===== src/tkrt_pkg.sv =====
// Shared types and constants of the ranked RSSI tracker.
`timescale 1ns / 1ps

package tkrt_pkg;

   localparam int TOP_COUNT_DEF = 8;

   localparam int RSSI_W        = 8;
   localparam int FREQ_W        = 16;
   localparam int RANK_W        = 3;

   localparam int REQ_TDATA_W   = RSSI_W + FREQ_W;
   localparam int RSP_FIELDS_W  = RANK_W + FREQ_W + RSSI_W;
   localparam int RSP_TDATA_W   = ((RSP_FIELDS_W + 7) / 8) * 8;

   typedef struct packed {
      logic [FREQ_W-1:0] freq;
      logic [RSSI_W-1:0] strength;
   } entry_type;

   localparam int ENTRY_W = $bits(entry_type);

endpackage


===== src/top_k_rssi_tracker_top.sv =====
// Top level of the ranked RSSI tracker: keeps the strongest readings of a scan.
`timescale 1ns / 1ps

// Usage
//   req channel: one beat per scanned channel. tdata carries the strength and
//   frequency, tuser marks the first channel of a scan (table is emptied before
//   the insert), tlast marks the last channel (table is sent after the insert).
//   rsp channel: on a last channel, TOP_COUNT beats in rank order, strongest
//   first; tlast rides on the final rank. Empty ranks come out as zeros.
// Timing
//   The table lives in one RAM with a registered read. An accepted beat starts a
//   read-modify-write sweep over all ranks; no new beat is taken until it ends,
//   so a beat without tlast can be followed once the sweep is through.
//   The RAM read port then walks the table again for output, one rank at a
//   time: each rank is read in ST_EMIT_RD and loaded into the output register
//   in ST_EMIT_WAIT, as long as the output register is free or rsp_tready is high.
// Reset
//   Reset empties the table at once through a table-valid flag (no clearing
//   pass), drops any pending result and returns to idle.
// Stalls
//   A stalled result holds in the output register; the walk pauses until it
//   is taken. Once the final rank is loaded the block takes new beats again.
module top_k_rssi_tracker_top
   import tkrt_pkg::*;
#(
   parameter int TOP_COUNT = TOP_COUNT_DEF
) (
   input  logic                   clock,
   input  logic                   reset,
   // input beats
   input  logic                   req_tvalid,
   output logic                   req_tready,
   input  logic [REQ_TDATA_W-1:0] req_tdata,  // [7:0] rssi_value, [23:8] channel_frequency
   input  logic [0:0]             req_tuser,  // [0] first_of_scan
   input  logic                   req_tlast,  // last_of_scan
   // result beats
   output logic                   rsp_tvalid,
   input  logic                   rsp_tready,
   output logic [RSP_TDATA_W-1:0] rsp_tdata,  // [2:0] rank_index, [18:3] top_frequency,
                                              // [26:19] top_rssi, [31:27] zero
   output logic                   rsp_tlast   // last_entry
);

   localparam int IDX_W = (TOP_COUNT > 1) ? $clog2(TOP_COUNT) : 1;
   localparam logic [IDX_W-1:0] LAST_POS = IDX_W'(TOP_COUNT - 1);
   localparam int PAD_W = RSP_TDATA_W - RSP_FIELDS_W;

   localparam logic [1:0] ST_IDLE      = 2'd0;
   localparam logic [1:0] ST_SWEEP     = 2'd1;
   localparam logic [1:0] ST_EMIT_RD   = 2'd2;
   localparam logic [1:0] ST_EMIT_WAIT = 2'd3;

   logic [1:0]             state_ff, state_in;
   logic [IDX_W-1:0]       pos_ff, pos_in;
   entry_type              new_ff, new_in;
   entry_type              carry_ff, carry_in;
   logic                   inserted_ff, inserted_in;
   logic                   clear_ff, clear_in;
   logic                   last_ff, last_in;
   logic                   table_valid_ff, table_valid_in;
   logic                   rsp_valid_ff, rsp_valid_in;
   logic [RSP_TDATA_W-1:0] rsp_data_ff, rsp_data_in;
   logic                   rsp_last_ff, rsp_last_in;

   logic                   ram_wr_en;
   logic [IDX_W-1:0]       ram_wr_addr;
   entry_type              ram_wr_data;
   logic                   ram_rd_en;
   logic [IDX_W-1:0]       ram_rd_addr;
   entry_type              ram_rd_data;
   entry_type              eff_entry;
   logic                   req_fire;

   tkrt_ram #(
      .WIDTH (ENTRY_W),
      .DEPTH (TOP_COUNT)
   ) u_table (
      .clock   (clock),
      .wr_en   (ram_wr_en),
      .wr_addr (ram_wr_addr),
      .wr_data (ram_wr_data),
      .rd_en   (ram_rd_en),
      .rd_addr (ram_rd_addr),
      .rd_data (ram_rd_data)
   );

   assign req_tready = (state_ff == ST_IDLE);
   assign req_fire   = req_tvalid && req_tready;

   // A cleared table (first of scan, or nothing written since reset) reads as zeros.
   assign eff_entry = clear_ff ? '0 : ram_rd_data;

   always_comb begin
      state_in       = state_ff;
      pos_in         = pos_ff;
      new_in         = new_ff;
      carry_in       = carry_ff;
      inserted_in    = inserted_ff;
      clear_in       = clear_ff;
      last_in        = last_ff;
      table_valid_in = table_valid_ff;
      rsp_data_in    = rsp_data_ff;
      rsp_last_in    = rsp_last_ff;
      rsp_valid_in   = rsp_valid_ff && !rsp_tready;
      ram_wr_en      = 1'b0;
      ram_wr_addr    = pos_ff;
      ram_wr_data    = eff_entry;
      ram_rd_en      = 1'b0;
      ram_rd_addr    = pos_ff;

      unique case (state_ff)
         ST_IDLE: begin
            if (req_fire) begin
               // latch the reading and fetch rank 0
               new_in.strength = req_tdata[RSSI_W-1:0];
               new_in.freq     = req_tdata[REQ_TDATA_W-1:RSSI_W];
               clear_in        = req_tuser[0] || !table_valid_ff;
               last_in         = req_tlast;
               inserted_in     = 1'b0;
               pos_in          = '0;
               ram_rd_en       = 1'b1;
               ram_rd_addr     = '0;
               state_in        = ST_SWEEP;
            end
         end
         ST_SWEEP: begin
            // write back every rank: insert, shift the carried entry, or keep
            ram_wr_en = 1'b1;
            if (!inserted_ff && (new_ff.strength > eff_entry.strength)) begin
               ram_wr_data = new_ff;
               carry_in    = eff_entry;
               inserted_in = 1'b1;
            end else if (inserted_ff) begin
               ram_wr_data = carry_ff;
               carry_in    = eff_entry;
            end else begin
               ram_wr_data = eff_entry;
            end
            if (pos_ff == LAST_POS) begin
               table_valid_in = 1'b1;
               pos_in         = '0;
               state_in       = last_ff ? ST_EMIT_RD : ST_IDLE;
            end else begin
               pos_in      = pos_ff + 1'b1;
               ram_rd_en   = 1'b1;
               ram_rd_addr = pos_ff + 1'b1;
            end
         end
         ST_EMIT_RD: begin
            // fetch the next rank once the output register will be free
            if (!rsp_valid_ff || rsp_tready) begin
               ram_rd_en = 1'b1;
               state_in  = ST_EMIT_WAIT;
            end
         end
         ST_EMIT_WAIT: begin
            rsp_valid_in = 1'b1;
            rsp_data_in  = {{PAD_W{1'b0}}, ram_rd_data.strength, ram_rd_data.freq,
                            RANK_W'(pos_ff)};
            rsp_last_in  = (pos_ff == LAST_POS);
            if (pos_ff == LAST_POS) begin
               state_in = ST_IDLE;
            end else begin
               pos_in   = pos_ff + 1'b1;
               state_in = ST_EMIT_RD;
            end
         end
         default: begin
            state_in = ST_IDLE;
         end
      endcase
   end

   always_ff @(posedge clock) begin
      if (reset) begin
         state_ff       <= ST_IDLE;
         pos_ff         <= '0;
         inserted_ff    <= 1'b0;
         table_valid_ff <= 1'b0;
         rsp_valid_ff   <= 1'b0;
      end else begin
         state_ff       <= state_in;
         pos_ff         <= pos_in;
         inserted_ff    <= inserted_in;
         table_valid_ff <= table_valid_in;
         rsp_valid_ff   <= rsp_valid_in;
      end
   end

   always_ff @(posedge clock) begin
      new_ff      <= new_in;
      carry_ff    <= carry_in;
      clear_ff    <= clear_in;
      last_ff     <= last_in;
      rsp_data_ff <= rsp_data_in;
      rsp_last_ff <= rsp_last_in;
   end

   assign rsp_tvalid = rsp_valid_ff;
   assign rsp_tdata  = rsp_data_ff;
   assign rsp_tlast  = rsp_last_ff;

endmodule


===== src/tkrt_ram.sv =====
// Generic single-write, single-read RAM with a registered read port.
`timescale 1ns / 1ps

module tkrt_ram
   import tkrt_pkg::*;
#(
   parameter int  WIDTH  = ENTRY_W,
   parameter int  DEPTH  = TOP_COUNT_DEF,
   localparam int ADDR_W = (DEPTH > 1) ? $clog2(DEPTH) : 1
) (
   input  logic              clock,
   input  logic              wr_en,
   input  logic [ADDR_W-1:0] wr_addr,
   input  logic [WIDTH-1:0]  wr_data,
   input  logic              rd_en,
   input  logic [ADDR_W-1:0] rd_addr,
   output logic [WIDTH-1:0]  rd_data
);

   logic [WIDTH-1:0] mem_ff [DEPTH];
   logic [WIDTH-1:0] rd_data_ff;

   always_ff @(posedge clock) begin
      if (wr_en) begin
         mem_ff[wr_addr] <= wr_data;
      end
      if (rd_en) begin
         rd_data_ff <= mem_ff[rd_addr];
      end
   end

   assign rd_data = rd_data_ff;

endmodule


===== config.mk =====
export PLATFORM = sky130hd
export DESIGN_NAME = top_k_rssi_tracker_top
export DESIGN_NICKNAME = d
export VERILOG_FILES = /design/src/tkrt_pkg.sv /design/src/top_k_rssi_tracker_top.sv /design/src/tkrt_ram.sv
export SDC_FILE = /design/constraint.sdc
export NUM_CORES = 1
export LEC_CHECK = 0
export BUFFER_PORTS_ARGS = -buffer_cell sky130_fd_sc_hd__buf_2
export CAP_MARGIN = 0
export CORE_MARGIN = 2
export CORE_UTILIZATION = 55
export DETAILED_ROUTE_END_ITERATION = 8
export PLACE_DENSITY = 0.73
export SLEW_MARGIN = 15
export SYNTH_ARGS = -nofsm -noshare
export SYNTH_HDL_FRONTEND = slang
export SYNTH_HIERARCHICAL = 1
export SYNTH_SLANG_ARGS = --single-unit

===== constraint.sdc =====
create_clock -name clock -period 5.2 [get_ports clock]
set_clock_uncertainty 0.1 [all_clocks]
set_input_delay 1.3 -clock clock [delete_from_list [all_inputs] [get_ports clock]]
set_output_delay 1.3 -clock clock [all_outputs]
set_load 0.01 [all_outputs]

==> results.ini <==
[run_status]
status=completed

[timing]
rsz0062_at_grt=no
fmax_ghz=0.265
setup_tns_ns=0
tightest_slew_ns=1.20
finalCritPeriodShare=0.725
hold_violations=0
period_minus_slack_ns=3.77
setup_viol=0
slew_headroom=0.201
final-max-slew-violation-count=0

[yosys]
yosys_warnings=6
async_reset_ff_frac=0
seq_area_frac_synth=0.761
yosys.area.top_type_share=0.747
ys_top_cells_by_area=edfxtp_1, mux4_2, a221o_1
yosys_most_used_dff=edfxtp_1
mappedNetlistArea_mm2=0.0118
synth_area_per_cell_um2=20.3
synth_edf_count=294
ys_ff_latch=302
synth_cell_types=39
synth.most_common_cell=edfxtp_1
ys_top_cells_by_count=edfxtp_1, mux4_2, nor2b_1, a221o_1
yosys.area.top_type=edfxtp_1
synth_cells=581

[clock_tree]
cts-root-buf=clkbuf_16
clk_latency_ns=0.54
cts_tree=done
clkSinkCount=302
clk_path_buf_depth=3
cts_resized=0
clk_pin_slew_ns=0.06
hold_buffers=0
numCtsBuffers=30
htreeDepth=1
postCtsSetupRepairBufs=0

[global_route]
grt_antenna_before_repair=0
track_usage=0.219
grt_max_degree=27
grt_pass1_wl_mm=36.2
grt_pass1_vias=6026
grt_overflow=0

[route]
vias=5883
drt-initial-drc-count=548
drtAntennaViolNets=0
wire_per_inst_um=25.2
drc_errors=0
avgViaCountPerCell=6.15
dr_wl_met2_mm=12.4
wl_met3_mm=1.57
routed_wirelength_mm=24.1
top_layer=met4
wl_met1_mm=9.77
first_pass_iters=5

[power_and_ir_drop]
powerDensity_mw_per_mm2=401
leakage_nw=4.47
peakVddDrop_v=0.000279

[setup_path]
setup.worst_path.start_class=flip-flop
crit_fanout=21
arrival_ns=3.96
reg2reg_slack_ns=1.43
reg2reg_depth=8
crit_type=flip-flop to flip-flop
regToRegEndpoint=u_table/rd_data[2]
end_kind=flip-flop
required_ns=5.39
r2r_start=pos_ff[1]

[die]
die-area_mm2=0.0227
initial_core_util=0.560
fp.dieW_um=151
core-area_mm2=0.0211
die_h_um=151
num_rows=53
io_pins=65

[hold_path]
hp-class=flip-flop to flip-flop
min-delay-start=u_table/rd_data[14]
holdPathEnd=rsp_tdata[9]
hold-path-cell-count=0

[cells_and_area]
drive_above_1_share=0.302
final_nets=701
final_cell_area_mm2=0.0135
area_growth_pct=14.2
n_antenna_cell=0

[placement]
place.gp.congestion=0.739
port_buffers=59
hpwl_mm=13.9
placed_area_mm2=0.0125

[job]
maxCapViolCount=0

[per-stage QoR]
stage	hold slack, ns	setup slack (ns)	power [mW]	utilization	instances
global route	0.341	1.16	5.57	0.640	956
finish	0.336	1.43	5.41	0.640	956
global placement	0.326	1.47	3.21	0.591	902
floorplan	0.318	1.75	3.11	-	585
detailed placement	0.331	1.40	3.23	0.591	902
CTS	0.338	1.39	5.45	0.640	956
[layer usage]
metal,track usage,up-vias
met5,0,-
met4,0.0551,0
met3,0.0324,33
met2,0.380,259
met1,0.296,3068
li1,-,2523
[final cells by class]
cell class	instances	area, um2
inverters	14	52.6
fillers	1422	7590
clock inverters	18	238
clock buffers	36	795
repair buffers	72	393
well taps	275	344
multi-input cells	239	2680
flip-flops and latches	302	8990
[cell usage in the layout (no fill, tap or decap), types with 2 or more instances in the layout]
cell / instances
dfxtp_1: 8
clkinv_1: 6
inv_1: 13
bufinv_16: 6
a221o_1: 24
nor2b_1: 27
mux4_2: 48
mux2_2: 9
nor2_1: 10
a2111oi_0: 2
clkbuf_16: 31
edfxtp_1: 294
clkinvlp_4: 2
o21ai_0: 9
conb_1: 5
nand2_1: 15
ha_1: 12
and2_1: 2
nor3_2: 2
clkinv_2: 4
a21o_1: 2
nand2b_1: 9
mux2_4: 15
nor2_2: 2
a21oi_1: 7
clkbuf_1: 5
a22o_1: 18
buf_2: 59
buf_4: 13
nor2_4: 7
o21ai_4: 2
[worst max-delay path by stage]
stage,start,to,cells past startpoint
floorplan,clear_ff,carry_ff[0],10
global placement,req_tvalid,u_table/rd_data[7],7
detailed placement,req_tvalid,u_table/rd_data[10],7
CTS,pos_ff[1],u_table/rd_data[2],8
global route,pos_ff[1],u_table/rd_data[4],8
finish,pos_ff[1],u_table/rd_data[2],8
[state kept, by name, indices dropped and copies added, names as in the netlist]
signal and flops:
inserted_ff 1, carry_ff 24, u_table/mem_ff 192, u_table/rd_data 24, table_valid_ff 1, rsp_tvalid 1
clear_ff 1, pos_ff 3, state_ff 2, new_ff 24, rsp_tdata 27, last_ff 1
rsp_tlast 1
[logic make-up after synthesis]
group / synth area share
muxes: 0.119
AOI/OAI and AO/OA: 0.0502
DFF: 0.761
adders and majority gates: 0.0127
buffers and inverters: 0.0217
other: 0.000317
and+or+nand+nor: 0.0355
[worst max-delay path, stage by stage (launching register included)]
cell and delay (ns):
dfxtp_1 0.56, ha_1 0.24, ha_1 0.28, inv_1 0.12, ha_1 0.36, o21ai_4 0.49
buf_4 0.50, mux4_2 0.57, mux2_2 0.29
[power breakdown]
| group | switching [mW] | internal [mW] |
|---|---|---|
| Clock | 0.863 | 1.38 |
| Combinational | 0.195 | 0.158 |
| Sequential | 0.0395 | 2.78 |
(Power assumes the default switching activity.)
